$ cat src/hdl/pgwalk_pkg.sv
// ----------------------------------------------------------------------------
// pgwalk_pkg
// Shared types and constants for the four-level page-table walker.
// ----------------------------------------------------------------------------
package pgwalk_pkg;

  localparam int unsigned TBASE_W  = 40;
  localparam int unsigned VADDR_W  = 48;
  localparam int unsigned ENTRY_W  = 64;
  localparam int unsigned PADDR_W  = 52;
  localparam int unsigned FRAME_W  = PADDR_W - 12;
  localparam int unsigned LOW_W    = 30;
  localparam int unsigned IDX_W    = 9;
  localparam int unsigned PS_BIT   = 7;

  localparam int unsigned CMD_DEPTH = 2;
  localparam int unsigned RES_DEPTH = 2;

  localparam logic OP_START = 1'b0;
  localparam logic OP_RESP  = 1'b1;

  localparam logic KIND_READ = 1'b0;
  localparam logic KIND_DONE = 1'b1;

  typedef enum logic [2:0] {
    CMD_READ,
    CMD_FAULT,
    CMD_PAGE_4K,
    CMD_PAGE_2M,
    CMD_PAGE_1G
  } cmd_e;

  // frame holds address bits 51:12; low holds the table index or page offset
  typedef struct packed {
    cmd_e               code;
    logic [FRAME_W-1:0] frame;
    logic [LOW_W-1:0]   low;
  } cmd_t;

  typedef struct packed {
    logic               kind;
    logic [PADDR_W-1:0] mem_read_addr;
    logic [PADDR_W-1:0] phys_addr;
    logic               fault;
  } res_t;

  typedef struct packed {
    logic busy;
  } front_status_t;

endpackage

$ cat src/hdl/four_level_page_table_walker.sv
// ----------------------------------------------------------------------------
// four_level_page_table_walker
// Four-level page walk: start items issue the top-level entry read, read
// responses issue the next read or finish with the physical address or fault.
// ----------------------------------------------------------------------------
// One input item is taken per cycle while full is low. The walk state lives
// in the front stage and is updated in the cycle an item is transferred, so
// back-to-back items see each other's effect. A result reaches the output
// ports through a registered command queue (CmdDepth) and result queue
// (ResDepth); full rises only when both queues back up behind pop.
// Starts while a walk is open and responses while idle produce no result.
module four_level_page_table_walker #(
  parameter int unsigned CmdDepth = pgwalk_pkg::CMD_DEPTH,
  parameter int unsigned ResDepth = pgwalk_pkg::RES_DEPTH
) (
  input  logic                            clk_i,
  input  logic                            rst_ni,
  input  logic                            push,
  output logic                            full,
  input  logic                            op_i,
  input  logic [pgwalk_pkg::TBASE_W-1:0]  table_base_i,
  input  logic [pgwalk_pkg::VADDR_W-1:0]  virt_addr_i,
  input  logic [pgwalk_pkg::ENTRY_W-1:0]  read_data_i,
  input  logic                            read_ok_i,
  output logic                            empty,
  input  logic                            pop,
  output logic                            kind_o,
  output logic [pgwalk_pkg::PADDR_W-1:0]  mem_read_addr_o,
  output logic [pgwalk_pkg::PADDR_W-1:0]  phys_addr_o,
  output logic                            fault_o
);

  logic                          accept;
  logic                          cmd_push;
  pgwalk_pkg::cmd_t              cmd_in;
  logic [$bits(pgwalk_pkg::cmd_t)-1:0] cmd_bits;
  logic                          cmd_empty;
  logic                          cmd_pop;
  pgwalk_pkg::res_t              res;
  pgwalk_pkg::front_status_t     front_status;

  assign accept = push && !full;

  pgwalk_front u_front (
    .clk_i        (clk_i),
    .rst_ni       (rst_ni),
    .valid_i      (accept),
    .op_i         (op_i),
    .table_base_i (table_base_i),
    .virt_addr_i  (virt_addr_i),
    .read_data_i  (read_data_i),
    .read_ok_i    (read_ok_i),
    .cmd_valid_o  (cmd_push),
    .cmd_o        (cmd_in),
    .status_o     (front_status)
  );

  pgwalk_fifo #(
    .Width ($bits(pgwalk_pkg::cmd_t)),
    .Depth (CmdDepth)
  ) u_cmd_fifo (
    .clk_i   (clk_i),
    .rst_ni  (rst_ni),
    .push_i  (cmd_push),
    .data_i  (cmd_in),
    .full_o  (full),
    .pop_i   (cmd_pop),
    .data_o  (cmd_bits),
    .empty_o (cmd_empty)
  );

  pgwalk_back #(
    .ResDepth (ResDepth)
  ) u_back (
    .clk_i       (clk_i),
    .rst_ni      (rst_ni),
    .cmd_i       (pgwalk_pkg::cmd_t'(cmd_bits)),
    .cmd_empty_i (cmd_empty),
    .cmd_pop_o   (cmd_pop),
    .res_o       (res),
    .empty_o     (empty),
    .pop_i       (pop)
  );

  assign kind_o          = res.kind;
  assign mem_read_addr_o = res.mem_read_addr;
  assign phys_addr_o     = res.phys_addr;
  assign fault_o         = res.fault;

  a_cmd_only_on_transfer: assert property (@(posedge clk_i) disable iff (!rst_ni)
    cmd_push |-> accept)
    else $error("command queued without an input transfer");

  a_start_when_idle: assert property (@(posedge clk_i) disable iff (!rst_ni)
    (accept && (op_i == pgwalk_pkg::OP_START) && !front_status.busy)
      |-> cmd_push ##1 front_status.busy)
    else $error("start while idle did not open a walk");

  a_resp_when_idle: assert property (@(posedge clk_i) disable iff (!rst_ni)
    (accept && (op_i == pgwalk_pkg::OP_RESP) && !front_status.busy) |-> !cmd_push)
    else $error("response while idle produced a result");

  a_result_fields: assert property (@(posedge clk_i) disable iff (!rst_ni)
    (!empty && (fault_o || (kind_o == pgwalk_pkg::KIND_READ)))
      |-> (phys_addr_o == '0))
    else $error("request or fault result carries a physical address");

endmodule

$ cat src/hdl/pgwalk_fifo.sv
// ----------------------------------------------------------------------------
// pgwalk_fifo
// Small first-word-fall-through queue with simultaneous push and pop.
// ----------------------------------------------------------------------------
module pgwalk_fifo #(
  parameter int unsigned Width = 8,
  parameter int unsigned Depth = 2   // 2 or more
) (
  input  logic             clk_i,
  input  logic             rst_ni,
  input  logic             push_i,
  input  logic [Width-1:0] data_i,
  output logic             full_o,
  input  logic             pop_i,
  output logic [Width-1:0] data_o,
  output logic             empty_o
);

  localparam int unsigned PtrW = $clog2(Depth);
  localparam int unsigned CntW = $clog2(Depth + 1);

  logic [Width-1:0] mem_q [Depth];
  logic [PtrW-1:0]  wr_ptr_q, wr_ptr_d;
  logic [PtrW-1:0]  rd_ptr_q, rd_ptr_d;
  logic [CntW-1:0]  cnt_q, cnt_d;
  logic             do_push, do_pop;

  assign full_o  = (cnt_q == CntW'(Depth));
  assign empty_o = (cnt_q == '0);
  assign do_push = push_i && !full_o;
  assign do_pop  = pop_i && !empty_o;
  assign data_o  = mem_q[rd_ptr_q];

  always_comb begin
    wr_ptr_d = wr_ptr_q;
    rd_ptr_d = rd_ptr_q;
    if (do_push) begin
      wr_ptr_d = (wr_ptr_q == PtrW'(Depth - 1)) ? '0 : wr_ptr_q + 1'b1;
    end
    if (do_pop) begin
      rd_ptr_d = (rd_ptr_q == PtrW'(Depth - 1)) ? '0 : rd_ptr_q + 1'b1;
    end
    case ({do_push, do_pop})
      2'b10:   cnt_d = cnt_q + 1'b1;
      2'b01:   cnt_d = cnt_q - 1'b1;
      default: cnt_d = cnt_q;
    endcase
  end

  always_ff @(posedge clk_i or negedge rst_ni) begin
    if (!rst_ni) begin
      wr_ptr_q <= '0;
      rd_ptr_q <= '0;
      cnt_q    <= '0;
    end else begin
      wr_ptr_q <= wr_ptr_d;
      rd_ptr_q <= rd_ptr_d;
      cnt_q    <= cnt_d;
    end
  end

  always_ff @(posedge clk_i) begin
    if (do_push) begin
      mem_q[wr_ptr_q] <= data_i;
    end
  end

endmodule

$ cat src/hdl/pgwalk_front.sv
// ----------------------------------------------------------------------------
// pgwalk_front
// Walk state and item classification: decides per item whether it is
// dropped, faults, requests the next entry or finishes with a page size.
// ----------------------------------------------------------------------------
module pgwalk_front (
  input  logic                            clk_i,
  input  logic                            rst_ni,
  input  logic                            valid_i,
  input  logic                            op_i,
  input  logic [pgwalk_pkg::TBASE_W-1:0]  table_base_i,
  input  logic [pgwalk_pkg::VADDR_W-1:0]  virt_addr_i,
  input  logic [pgwalk_pkg::ENTRY_W-1:0]  read_data_i,
  input  logic                            read_ok_i,
  output logic                            cmd_valid_o,
  output pgwalk_pkg::cmd_t                cmd_o,
  output pgwalk_pkg::front_status_t       status_o
);

  localparam logic [1:0] LVL_PML4 = 2'd0;
  localparam logic [1:0] LVL_PDPT = 2'd1;
  localparam logic [1:0] LVL_PD   = 2'd2;
  localparam logic [1:0] LVL_PT   = 2'd3;

  logic                           busy_q, busy_d;
  logic [1:0]                     level_q, level_d;
  logic [pgwalk_pkg::VADDR_W-1:0] vaddr_q, vaddr_d;
  logic [pgwalk_pkg::FRAME_W-1:0] entry_frame;
  logic                           entry_ps;

  assign entry_frame     = read_data_i[pgwalk_pkg::PADDR_W-1:12];
  assign entry_ps        = read_data_i[pgwalk_pkg::PS_BIT];
  assign status_o.busy   = busy_q;

  always_comb begin
    busy_d      = busy_q;
    level_d     = level_q;
    vaddr_d     = vaddr_q;
    cmd_valid_o = 1'b0;
    cmd_o.code  = pgwalk_pkg::CMD_FAULT;
    cmd_o.frame = '0;
    cmd_o.low   = '0;
    if (valid_i) begin
      if (op_i == pgwalk_pkg::OP_START) begin
        if (!busy_q) begin
          busy_d      = 1'b1;
          level_d     = LVL_PML4;
          vaddr_d     = virt_addr_i;
          cmd_valid_o = 1'b1;
          cmd_o.code  = pgwalk_pkg::CMD_READ;
          cmd_o.frame = {12'b0, table_base_i[pgwalk_pkg::TBASE_W-1:12]};
          cmd_o.low   = {21'b0, virt_addr_i[47:39]};
        end
      end else if (busy_q) begin
        cmd_valid_o = 1'b1;
        cmd_o.frame = entry_frame;
        if (!read_ok_i || (read_data_i == '0)) begin
          busy_d      = 1'b0;
          level_d     = LVL_PML4;
          cmd_o.code  = pgwalk_pkg::CMD_FAULT;
          cmd_o.frame = '0;
        end else begin
          case (level_q)
            LVL_PML4: begin
              level_d    = LVL_PDPT;
              cmd_o.code = pgwalk_pkg::CMD_READ;
              cmd_o.low  = {21'b0, vaddr_q[38:30]};
            end
            LVL_PDPT: begin
              if (entry_ps) begin
                busy_d     = 1'b0;
                level_d    = LVL_PML4;
                cmd_o.code = pgwalk_pkg::CMD_PAGE_1G;
                cmd_o.low  = vaddr_q[29:0];
              end else begin
                level_d    = LVL_PD;
                cmd_o.code = pgwalk_pkg::CMD_READ;
                cmd_o.low  = {21'b0, vaddr_q[29:21]};
              end
            end
            LVL_PD: begin
              if (entry_ps) begin
                busy_d     = 1'b0;
                level_d    = LVL_PML4;
                cmd_o.code = pgwalk_pkg::CMD_PAGE_2M;
                cmd_o.low  = vaddr_q[29:0];
              end else begin
                level_d    = LVL_PT;
                cmd_o.code = pgwalk_pkg::CMD_READ;
                cmd_o.low  = {21'b0, vaddr_q[20:12]};
              end
            end
            default: begin
              busy_d     = 1'b0;
              level_d    = LVL_PML4;
              cmd_o.code = pgwalk_pkg::CMD_PAGE_4K;
              cmd_o.low  = vaddr_q[29:0];
            end
          endcase
        end
      end
    end
  end

  always_ff @(posedge clk_i or negedge rst_ni) begin
    if (!rst_ni) begin
      busy_q  <= 1'b0;
      level_q <= LVL_PML4;
      vaddr_q <= '0;
    end else begin
      busy_q  <= busy_d;
      level_q <= level_d;
      vaddr_q <= vaddr_d;
    end
  end

endmodule

$ cat src/hdl/pgwalk_back.sv
// ----------------------------------------------------------------------------
// pgwalk_back
// Forms request and physical addresses from queued commands and holds the
// results in an output queue.
// ----------------------------------------------------------------------------
module pgwalk_back #(
  parameter int unsigned ResDepth = pgwalk_pkg::RES_DEPTH
) (
  input  logic              clk_i,
  input  logic              rst_ni,
  input  pgwalk_pkg::cmd_t  cmd_i,
  input  logic              cmd_empty_i,
  output logic              cmd_pop_o,
  output pgwalk_pkg::res_t  res_o,
  output logic              empty_o,
  input  logic              pop_i
);

  pgwalk_pkg::res_t res;
  logic             res_full;
  logic [$bits(pgwalk_pkg::res_t)-1:0] res_bits;

  always_comb begin
    res.kind          = pgwalk_pkg::KIND_DONE;
    res.mem_read_addr = '0;
    res.phys_addr     = '0;
    res.fault         = 1'b0;
    case (cmd_i.code)
      pgwalk_pkg::CMD_READ: begin
        res.kind          = pgwalk_pkg::KIND_READ;
        res.mem_read_addr = {cmd_i.frame, cmd_i.low[pgwalk_pkg::IDX_W-1:0], 3'b000};
      end
      pgwalk_pkg::CMD_PAGE_4K: res.phys_addr = {cmd_i.frame, cmd_i.low[11:0]};
      pgwalk_pkg::CMD_PAGE_2M: res.phys_addr = {cmd_i.frame[39:9], cmd_i.low[20:0]};
      pgwalk_pkg::CMD_PAGE_1G: res.phys_addr = {cmd_i.frame[39:18], cmd_i.low[29:0]};
      default:                 res.fault     = 1'b1;
    endcase
  end

  assign cmd_pop_o = !cmd_empty_i && !res_full;
  assign res_o     = pgwalk_pkg::res_t'(res_bits);

  pgwalk_fifo #(
    .Width ($bits(pgwalk_pkg::res_t)),
    .Depth (ResDepth)
  ) u_res_fifo (
    .clk_i   (clk_i),
    .rst_ni  (rst_ni),
    .push_i  (!cmd_empty_i),
    .data_i  (res),
    .full_o  (res_full),
    .pop_i   (pop_i),
    .data_o  (res_bits),
    .empty_o (empty_o)
  );

endmodule

$ cat config.mk
export PLATFORM = sky130hd
export DESIGN_NAME = four_level_page_table_walker
export DESIGN_NICKNAME = d
export VERILOG_FILES = /design/src/hdl/pgwalk_pkg.sv /design/src/hdl/four_level_page_table_walker.sv /design/src/hdl/pgwalk_fifo.sv /design/src/hdl/pgwalk_front.sv /design/src/hdl/pgwalk_back.sv
export SDC_FILE = /design/constraint.sdc
export NUM_CORES = 1
export LEC_CHECK = 0
export BUFFER_PORTS_ARGS = -buffer_cell sky130_fd_sc_hd__clkbuf_2
export CAP_MARGIN = 40
export CORE_MARGIN = 3
export CORE_UTILIZATION = 55
export CTS_CLUSTER_DIAMETER = 150
export DETAILED_ROUTE_END_ITERATION = 6
export HOLD_SLACK_MARGIN = 0.02
export PLACE_DENSITY = 0.84
export SLEW_MARGIN = 10
export SYNTH_ARGS = -nofsm -noshare
export SYNTH_HDL_FRONTEND = slang
export SYNTH_SLANG_ARGS = --single-unit
export TNS_END_PERCENT = 100
$ cat constraint.sdc
create_clock -name clk_i -period 6.84 [get_ports clk_i]
set_clock_uncertainty 0.2 [all_clocks]
set_input_delay 0.342 -clock clk_i [delete_from_list [all_inputs] [get_ports clk_i]]
set_output_delay 0.342 -clock clk_i [all_outputs]
set_load 0.02 [all_outputs]
# After elaboration in Yosys (flattened, before gate mapping)
# Memory sizes are Yosys's and may differ from the RTL's.
# Cells that the tools add are included.
[word_totals]
regBits = 50
ram_bits = 358
input_bits = 158
out_inout_bits = 108
wordCells = 98
memories = 2
[op_classes]
addsub = 8
eq_ne = 13
muxes = 42
n_bitwise = 2
reduce_logical = 22
[memory_table]
columns = ["name", "depth", "word_bits", "rd", "rd_ports_with_merged_regs", "wr", "line", "source"]
rows = [
  ["u_back.u_res_fifo.mem_q", 2, 106, 1, 0, 1, "pgwalk_fifo.sv:22", "logic [Width-1:0] mem_q [Depth];"],
  ["u_cmd_fifo.mem_q", 2, 73, 1, 0, 1, "pgwalk_fifo.sv:22", ""],
]
[op_table]
columns = ["operator", "count"]
rows = [
  ["2-to-1 mux 73 bit", 3],
  ["one-hot mux 52 bit (3 select lines)", 1],
  ["2-to-1 mux 30 bit", 3],
  ["one-hot mux 30 bit (3 select lines)", 1],
  ["2-to-1 mux 71 bit", 1],
  ["logical NOT 64 bit", 1],
  ["2-to-1 mux 53 bit", 1],
  ["2-to-1 mux 40 bit", 1],
  ["2-to-1 mux 1 bit", 17],
  ["2-to-1 mux 2 bit", 7],
  ["equality test 2 bit, second input constant", 5],
  ["one-hot mux 3 bit (3 select lines)", 1],
  ["one-hot mux 2 bit (2 select lines)", 2],
  ["equality test 2 x 1 -> 1 bit, second input constant", 3],
  ["equality test 3 x 2 -> 1 bit, second input constant", 2],
  ["logical NOT 2 bit", 3],
  ["2-to-1 mux 3 bit", 2],
  ["one-hot mux 2 bit (3 select lines)", 1],
  ["AND reduction 3 bit", 2],
  ["logical AND 1 bit", 5],
  ["logical NOT 1 bit", 5],
  ["adder 1 bit, second input constant", 4],
  ["adder 2 x 1 -> 2 bit, second input constant", 2],
  ["nonzero test 2 bit", 2],
  ["other kinds (10)", 12],
]

# Longest topological paths before layout
# Gate-level depths: netlist of run 1.
[logic_depth]
ltp_word = 7
mapped_depth = 8
depth_no_buf = 7

# By module
# Synthesis of run 1 repeated with hierarchy kept, for this count alone.
[hier_totals]
cells_unflattened = 1035
hier_area_um2 = 17694.5
[modules_own_cells]
columns = ["mod", "n_inst", "cells_each", "area_each_um2", "seq_area_each_um2"]
rows = [
  ["pgwalk_fifo at u_back.u_res_fifo", 1, 348, 7957.6, 6466.2],
  ["pgwalk_fifo at u_cmd_fifo", 1, 245, 5709.2, 4484.3],
  ["pgwalk_front", 1, 283, 2810.2, 1051.0],
  ["pgwalk_back", 1, 158, 1203.7, 0.0],
  ["four_level_page_table_walker", 1, 1, 13.8, 0.0],
]

# Least setup slack after synthesis of run 1
# No wires, ideal clock.
[synth_timing]
path_type = "reg-to-reg"
from = "register u_back.u_res_fifo.cnt_q[1]"
to = "memory u_back.u_res_fifo.mem_q[0][0] (netlist bit), enable pin"
setup_time_ns = 0.566
t_arrival_ns = 4.920
required_time_ns = 6.074
path_slack_ns = 1.153
stages_incl_launch_ff = 4
path_buffers = 0
synth_period_minus_slack_ns = 5.687
cell_sequence = "dfrtp_1 inv_1 o22ai_1 nor2_1"
[synth_between]
elab_chain_cells = 5
[synth_rtl]
columns = ["item", "line", "source"]
rows = [
  ["start: declaration", "pgwalk_fifo.sv:25", "logic [CntW-1:0] cnt_q, cnt_d;"],
  ["start signal: assignment", "pgwalk_fifo.sv:58", "cnt_q <= cnt_d;"],
  ["equality test 2 bit", "pgwalk_fifo.sv:28", "assign full_o = (cnt_q == CntW'(Depth));"],
  ["logical NOT 1 bit", "pgwalk_fifo.sv:30", "assign do_push = push_i && !full_o;"],
  ["logical AND 1 bit", "pgwalk_fifo.sv:30", ""],
  ["2-to-1 mux 1 bit", "pgwalk_fifo.sv:63", "if (do_push) begin"],
  ["2-to-1 mux 1 bit (not written as such)", "pgwalk_fifo.sv:64", "mem_q[wr_ptr_q] <= data_i;"],
  ["end: declaration", "pgwalk_fifo.sv:22", ""],
]
# Every way passes these cells.

# Worst setup path after layout of run 1
[layout_timing]
from = "register u_back.u_res_fifo.rd_ptr_q"
to = "output port mem_read_addr_o[38] (netlist bit)"
[layout_between]
elab_chain_cells = 1
[layout_rtl]
columns = ["item", "line", "source"]
rows = [
  ["start: declaration", "pgwalk_fifo.sv:24", "logic [PtrW-1:0] rd_ptr_q, rd_ptr_d;"],
  ["start signal: assignment", "pgwalk_fifo.sv:57", "rd_ptr_q <= rd_ptr_d;"],
  ["memory (2 x 106 bit)", "-", ""],
  ["end: declaration", "four_level_page_table_walker.sv:28", "output logic [pgwalk_pkg::PADDR_W-1:0] mem_read_addr_o,"],
]
# Every way passes these cells.

==> impl_results.md, run 1 <==
* DRC Markers at 0
* Pre-Repair DR Iteration Count at 5
* Vias in the first global route at 10400
* Initial DRC count at approximately 930
* Startpoint type of the worst setup path: flop
* Area contributors post-synth: edfxtp_1 (65%), mux2_2 (9.9%), dfrtp_1 (7.7%), mux2i_1 (4.4%), nor2_1 (2.1%)
* Ys flop type: edfxtp_1
* Fin util at between 70% and 80%
* Slew HR at 45.2%
* Area delta synth->final at 24.8%
* Die Ht at 178 um
* Die width at ~180 um
* EDFF count, synth at between 300 and 400
* Setup Fix Bufs, Post-CTS at 0
* Period utilization at roughly half
* Via density per instance at slightly below 6
* Post-route cell area at 20300 um2
* First-pass GRT wire length at ~58 mm
* Worst-Margin Slew at around 0.82 ns
* PortBufs at between 200 and 300
* Sequential share of the synthesized area at slightly above 70%
* Netlist cell types at 39
* RePlAce Congestion at approximately 0.8
* H-tree lvl count at 2
* Crit path launch: u_back.u_res_fifo.rd_ptr_q$_DFFE_PN0P_
* Antenna diodes at 0
* Post-DP HPWL at 23.8 mm
* Cell with the most instances after synthesis: edfxtp_1
* DP Area at between 15000 and 20000 um2
* Setup WS post-layout at 3.53 ns
* Worst VDD drop at 0.243 mV
* Power per standard cell area at roughly 480 nW/um2
* Final hold vios at 0
* R2R Path End: u_cmd_fifo.mem_q[1][45]$_DFFE_PP_
* Critical Path RT at 6.30 ns
* Initial antenna violation count at 0
* Clock transition at the registers of the reported paths at 0.06 ns
* Dpl ws at approximately 3.8 ns
* Final WL at approximately 39 mm
* R2R setup slack at between 3 and 4 ns
* Core Box Area at roughly 29000 um2
* Total gr overflow at 0
* Top Ports at 266
* Post-synthesis async set-or-reset flop share at between 10% and 20%
* Setup_tns at 0 ns
* Critical Path AT at 2.77 ns
* CTS Buf Count at 39
* Cells on worst reg2reg path at 7
* Final setup vio count at 0
* Total GRT Usage at about 24%
* Syn. warnings at 0
* Critical Path End Type: primary output
* FF+latch count, synth at ~400
* # rows at between 60 and 70
* Fraction of layout cells with a size suffix above 1 at 34.8%
* Crit Path Max Fanout at just under 60
* Synth Instances at just under 1000
* Clk buf depth at 3
* Cell leakage power at just under 8 nW
* Maximum Capacitance Violations at 0
* Post-route ant nets at 0
* Endpoint of the worst setup timing path: mem_read_addr_o[38]
* Final nets at about 1500
* Synth top cells by count: edfxtp_1 (352), mux2_2 (143), nor2_1 (90)
* Unrepaired setup endpoints after global routing: no
* Via count at just over 10000
* Worst skew pair latency at approximately 0.52 ns
* CTS tree: built
* Initial Util at a little under three fifths
* Status: finished, final reports clean
* TritonCTS Sinks at roughly 400
* Post-DR wirelength/cell at 21.9 um
* Worst min path class: primary input to flop
* Post-synth top area cell: edfxtp_1
* Final slew viol count at 0
* Die area at roughly 32000 um2
* Synth top area share at between 60% and 70%
* Kind of critical path: flop to primary output
* Fillers at around 1800
* Worst r2r src: u_cmd_fifo.cnt_q[0]$_DFFE_PN0P_
* F_max at ~0.30 GHz
* Syn Std Cell Area at between 15000 and 20000 um2
* Pin count of the biggest net entering global routing at 59
* Min Clock Period, post-route at ~3.3 ns
* Root Driver: clkbuf_16
* Average cell area after synthesis at between 15 and 20 um2
## cell type report
class / count / area [um2] / area share, %
Sequential cell: 402 / 11800 / 58.3
Clock buffer: 52 / 1060 / 5.22
Tap cell: 384 / 480 / 2.37
Multi-Input combinational cell: 520 / 4210 / 20.7
Inverter: 10 / 37.5 / 0.185
Clock inverter: 18 / 139 / 0.684
Timing Repair Buffer: 375 / 2550 / 12.6
## cell families (layout without fill, tap and decap cells)
family | Yosys count | count (layout) | synth area share [%]
AO/OA/AOI/OAI | 96 | 96 | 4.71
XOR/XNOR | 10 | 10 | 0.538
adder cells (fa/ha/maj) | 7 | 7 | 0.538
buffers and inverters | 73 | 455 | 1.85
flip-flops | 402 | 402 | 72.7
multiplexers | 215 | 215 | 14.3
other | 1 | 3 | 0.0231
AND/OR/NAND/NOR | 189 | 189 | 5.34
## sequential cells by signal, indices dropped and copies added, names as in the netlist, 2 cells and up
| register | count |
|---|---|
| u_front.vaddr_q | 39 |
| u_back.u_res_fifo.cnt_q | 2 |
| u_front.level_q | 2 |
| u_cmd_fifo.mem_q | 146 |
| u_cmd_fifo.cnt_q | 2 |
| u_back.u_res_fifo.mem_q | 206 |
## routing by layer
metal	vias to the layer above	part of all wire, %	global-route usage [%]
met4	0	4.6	11.1
met1	4964	39	31.1
li1	4545	-	-
met5	-	0	0
met3	118	7.4	4.34
met2	559	49	40.1
## per-stage QoR
| stage | hold slack (ns) | power [W] | instances |
|---|---|---|---|
| 2_1_floorplan | -0.154 | 0.00655 | 995 |
| 3_3_place_gp | 0.282 | 0.00754 | 1579 |
| 3_5_place_dp | 0.289 | 0.00774 | 1589 |
| 4_1_cts | 0.0210 | 0.00981 | 1761 |
| 5_1_grt | 0.0268 | 0.0102 | 1761 |
| 6_report | 0.0281 | 0.00980 | 1761 |
## cells in the final DEF (no fill, tap or decap), drive strengths merged, types with 18 or more instances in the layout
master,synthesis,layout
o22ai,19,19
buf,26,23
dlygate4sd3,0,102
edfxtp,352,352
clkbuf,37,302
mux2i,72,72
dfrtp,50,50
nor2,90,90
nor3,24,24
nand2,25,25
mux2,143,143
nor4,18,18
a22o,38,38
## worst max-delay path, stage by stage, from the launching register on
cell	delay [ns]
dfrtp_4	0.86
buf_4	0.73
mux2_2	0.44
clkbuf_2	0.16
## what timing repair did
| action | in CTS | in global routing |
|---|---|---|
| hold buffers | 102 | 0 |
| hold endpoints to repair | 180 | 0 |
| resized for setup | 0 | 0 |
## power by group
| part | internal (W) | switching, W | leakage [nW] |
|---|---|---|---|
| clock network | 0.00117 | 0.000854 | 0.582 |
| registers | 0.00388 | 0.000403 | 3.98 |
| logic | 0.00133 | 0.00216 | 3.34 |
| total | 0.00638 | 0.00342 | 7.90 |
## worst min path at each step
| stage | startpoint | end | slack, ns | depth (start not counted) |
|---|---|---|---|---|
| final | read_data_i[34] | u_cmd_fifo.mem_q[0][52]$_DFFE_PP_ | 0.03 | 2 |
| after global routing | read_data_i[34] | u_cmd_fifo.mem_q[0][52]$_DFFE_PP_ | 0.03 | 2 |
| after CTS | read_data_i[36] | u_cmd_fifo.mem_q[0][54]$_DFFE_PP_ | 0.02 | 2 |
| after detailed placement | rst_ni | u_front.vaddr_q[19]$_DFFE_PN0P_ | 0.29 | 2 |
| after global placement | rst_ni | u_front.vaddr_q[20]$_DFFE_PN0P_ | 0.28 | 2 |
| after floorplan | rst_ni | u_back.u_res_fifo.cnt_q[0]$_DFFE_PN0P_ | -0.15 | 0 |
(Power assumes the default switching activity.)
==> inputs of run 2 (changes only) <==
==> constraint.sdc (replaced) <==
create_clock -name clk_i -period 3.15 [get_ports clk_i]
set_clock_uncertainty 0.2 [all_clocks]
set_input_delay 0.1575 -clock clk_i [delete_from_list [all_inputs] [get_ports clk_i]]
set_output_delay 0.1575 -clock clk_i [all_outputs]
set_load 0.02 [all_outputs]
==> run 2 against run 1 <==
Count of clock-buffer cells in the layout is 4 lower. First-iteration DRC count down 1.1%. Routed wire length up 5.3%. Flip-flop and latch count unchanged. Die area unchanged. Register-to-register slack worse by 3.6 ns.
==> impl_results.md, run 2 (synthesized netlist as in run 1, its figures left out) <==
* Maximum Capacitance Violations at 0 (unchanged)
* Power Total at 0.0217 W (+120%)
* Dpl ws at 0.434 ns (-3.39 ns)
* F_max at 0.334 GHz
* Initial Util at 56.2% (unchanged)
* Worst min path class: primary input to async pin
* Total gr overflow at 0 (unchanged)
* PortBufs at 250 (unchanged)
* Final slew viol count at 0 (unchanged)
* Pin count of the biggest net entering global routing at 104 (+76%)
* Max reg flops at 206 (unchanged)
* Unrepaired setup endpoints after global routing: no
* Placed insts at 1596 (+0.44%)
* PostCTS Resize Cnt at 0 (unchanged)
* Met1 GRT Util at 32.4% (+1.3 points)
* Final setup vio count at 0 (unchanged)
* CTS tree: built
* First-pass GRT wire length at 59.9 mm (+3.3%)
* Worst r2r src: u_cmd_fifo.cnt_q[0]$_DFFE_PN0P_
* Setup Fix Bufs, Post-CTS at 0 (unchanged)
* Cell leakage power at 8.10 nW (+2.5%)
* Critical Path RT at 3.31 ns (-2.99 ns)
* DRC Markers at 0 (unchanged)
* Top reg by flops: u_back.u_res_fifo.mem_q
* Final hold slack at 0.0616 ns (+0.0335 ns)
* Comb pwr share at 35.8% (about the same)
* Sequential share of power at 42.7% (-1.0 points)
* Initial antenna violation count at 0 (unchanged)
* Via count at 10400 (+2.5%)
* CTS Buf Count at 40 (+2.6%)
* Critical Path AT at 3.16 ns (+0.39 ns)
* Clk buf depth at 3 (unchanged)
* TritonCTS Sinks at 402 (unchanged)
* Setup_tns at 0 ns (unchanged)
* Non-filler cells, final at 1792 (+1.8%)
* Post-DP HPWL at 24.5 mm (+2.9%)
* Post-route ant nets at 0 (unchanged)
* Final nets at 1541 (+1.9%)
* Clock power share at 21.4% (+0.8 points)
* Area delta synth->final at 26.9%
* M2 GR Usage at 42.9% (+2.8 points)
* Crit Path Max Fanout at 28 (-52%)
* Die Ht at 178 um (unchanged)
* Cell-internal power at 0.0141 W (+120%)
* RePlAce Congestion at 0.848 (+3.5%)
* Worst VDD drop at 0.581 mV (+140%)
* Sw Ratio at 35.2% (+0.33 points)
* Period utilization at a little over nine tenths
* Antenna diodes at 0 (unchanged)
* Crit path launch: u_cmd_fifo.cnt_q[0]$_DFFE_PN0P_
* Most frequent cells in the layout: edfxtp_1 (352), clkbuf_2 (250), mux2_2 (143)
* Via density per instance at 5.83 (+0.75%)
* # rows at 62 (unchanged)
* Status: finished, final reports clean
* R2R Path End: u_cmd_fifo.mem_q[0][33]$_DFFE_PP_
* Pre-Repair DR Iteration Count at 6 (+1)
* Fraction of layout cells with a size suffix above 1 at 35.2% (+0.44 points)
* Startpoint type of the worst setup path: flop
* Post-DR wirelength/cell at 22.7 um (+3.5%)
* Final hold vios at 0 (unchanged)
* Cells on worst reg2reg path at 5 (-2)
* Worst-Margin Slew at 0.842 ns (+0.0201 ns)
* Power per standard cell area at 1050 nW/um2 (+120%)
* Critical Path End Type: flop
* Initial DRC count at 921 (-1.1%)
* Slew HR at 43.9% (-1.3 points)
* Kind of critical path: flop to flop
* Top Ports at 266 (unchanged)
* Net Sw Power at 0.00766 W (+120%)
* Grt met3 use at 3.83% (-0.51 points)
* Vias in the first global route at 10500 (+1.4%)
* Die width at 178 um (unchanged)
* H-tree lvl count at 2 (unchanged)
* Total GRT Usage at 25.1% (+0.92 points)
* Biggest regs: u_back.u_res_fifo.mem_q: 206 flops, u_cmd_fifo.mem_q: 146 flops, u_front.vaddr_q: 39 flops
* R2R setup slack at 0.15 ns (-3.64 ns)
* Commonest non-fill, non-tap cell in the layout: edfxtp_1
* Global routing's busiest layer: met2
* Final WL at 40.6 mm (+5.3%)
* Core Box Area at 28900 um2 (unchanged)
* Min Clock Period, post-route at between 2 and 3 ns
* Clock transition at the registers of the reported paths at 0.06 ns (about the same)
* Root Driver: clkbuf_16
* Die area at 31700 um2 (unchanged)
* Hold_buf cts at 122 (+20%)
* Worst skew pair latency at 0.53 ns (about the same)
* Setup WS post-layout at 0.154 ns (-3.37 ns)
run 2: worst max-delay path, cell delays in order, from the launching register on:
cell           delay (ns)
dfrtp_1              0.41
nand2b_1             0.26
and3_2               0.66
buf_4                0.43
a22o_1               0.21
dlygate4sd3_1        0.64
run 2: worst max-delay path by stage:
| stage | endpoint | cells past startpoint | slack, ns |
|---|---|---|---|
| after global placement | u_cmd_fifo.mem_q[0][4]$_DFFE_PP_ | 5 | 0.45 |
| final | u_cmd_fifo.mem_q[0][33]$_DFFE_PP_ | 5 | 0.15 |
| after detailed placement | u_cmd_fifo.mem_q[0][6]$_DFFE_PP_ | 5 | 0.43 |
| after global routing | u_cmd_fifo.mem_q[0][43]$_DFFE_PP_ | 5 | 0.07 |
| after floorplan | u_cmd_fifo.mem_q[0][0]$_DFFE_PP_ | 4 | 0.33 |
| after CTS | u_cmd_fifo.mem_q[0][30]$_DFFE_PP_ | 5 | 0.24 |
run 2: power by group through the flow:
stage / sequential [W] / clock, W / combinational (W)
finish: 0.00928 / 0.00466 / 0.00779
global route: 0.00943 / 0.00489 / 0.00826
detailed placement: 0.00929 / 0 / 0.00754
CTS: 0.00922 / 0.00467 / 0.00775
floorplan: 0.00896 / 0 / 0.00514
global placement: 0.00914 / 0 / 0.00743
run 2: layout make-up:
cell class	instances	area [um2]
Multi-Input combinational cell	520	4210
Timing Repair Buffer	402	2810
Tap cell	384	480
Inverter	10	37.5
Fill cell	1736	8290
Clock inverter	26	215
Sequential cell	402	11800
Clock buffer	48	1070
run 2: per-stage QoR:
stage	cell area [um2]	util, %
after floorplan	16300	-
after global placement	18100	62.7
after detailed placement	18100	62.7
after CTS	20600	71.4
after global routing	20600	71.4
final	20600	71.4
run 2: per-layer routing:
layer	wire [um]	vias up
met5	0	-
met1	15700	5142
met3	2950	123
li1	-	4597
met2	20300	581
met4	1670	0
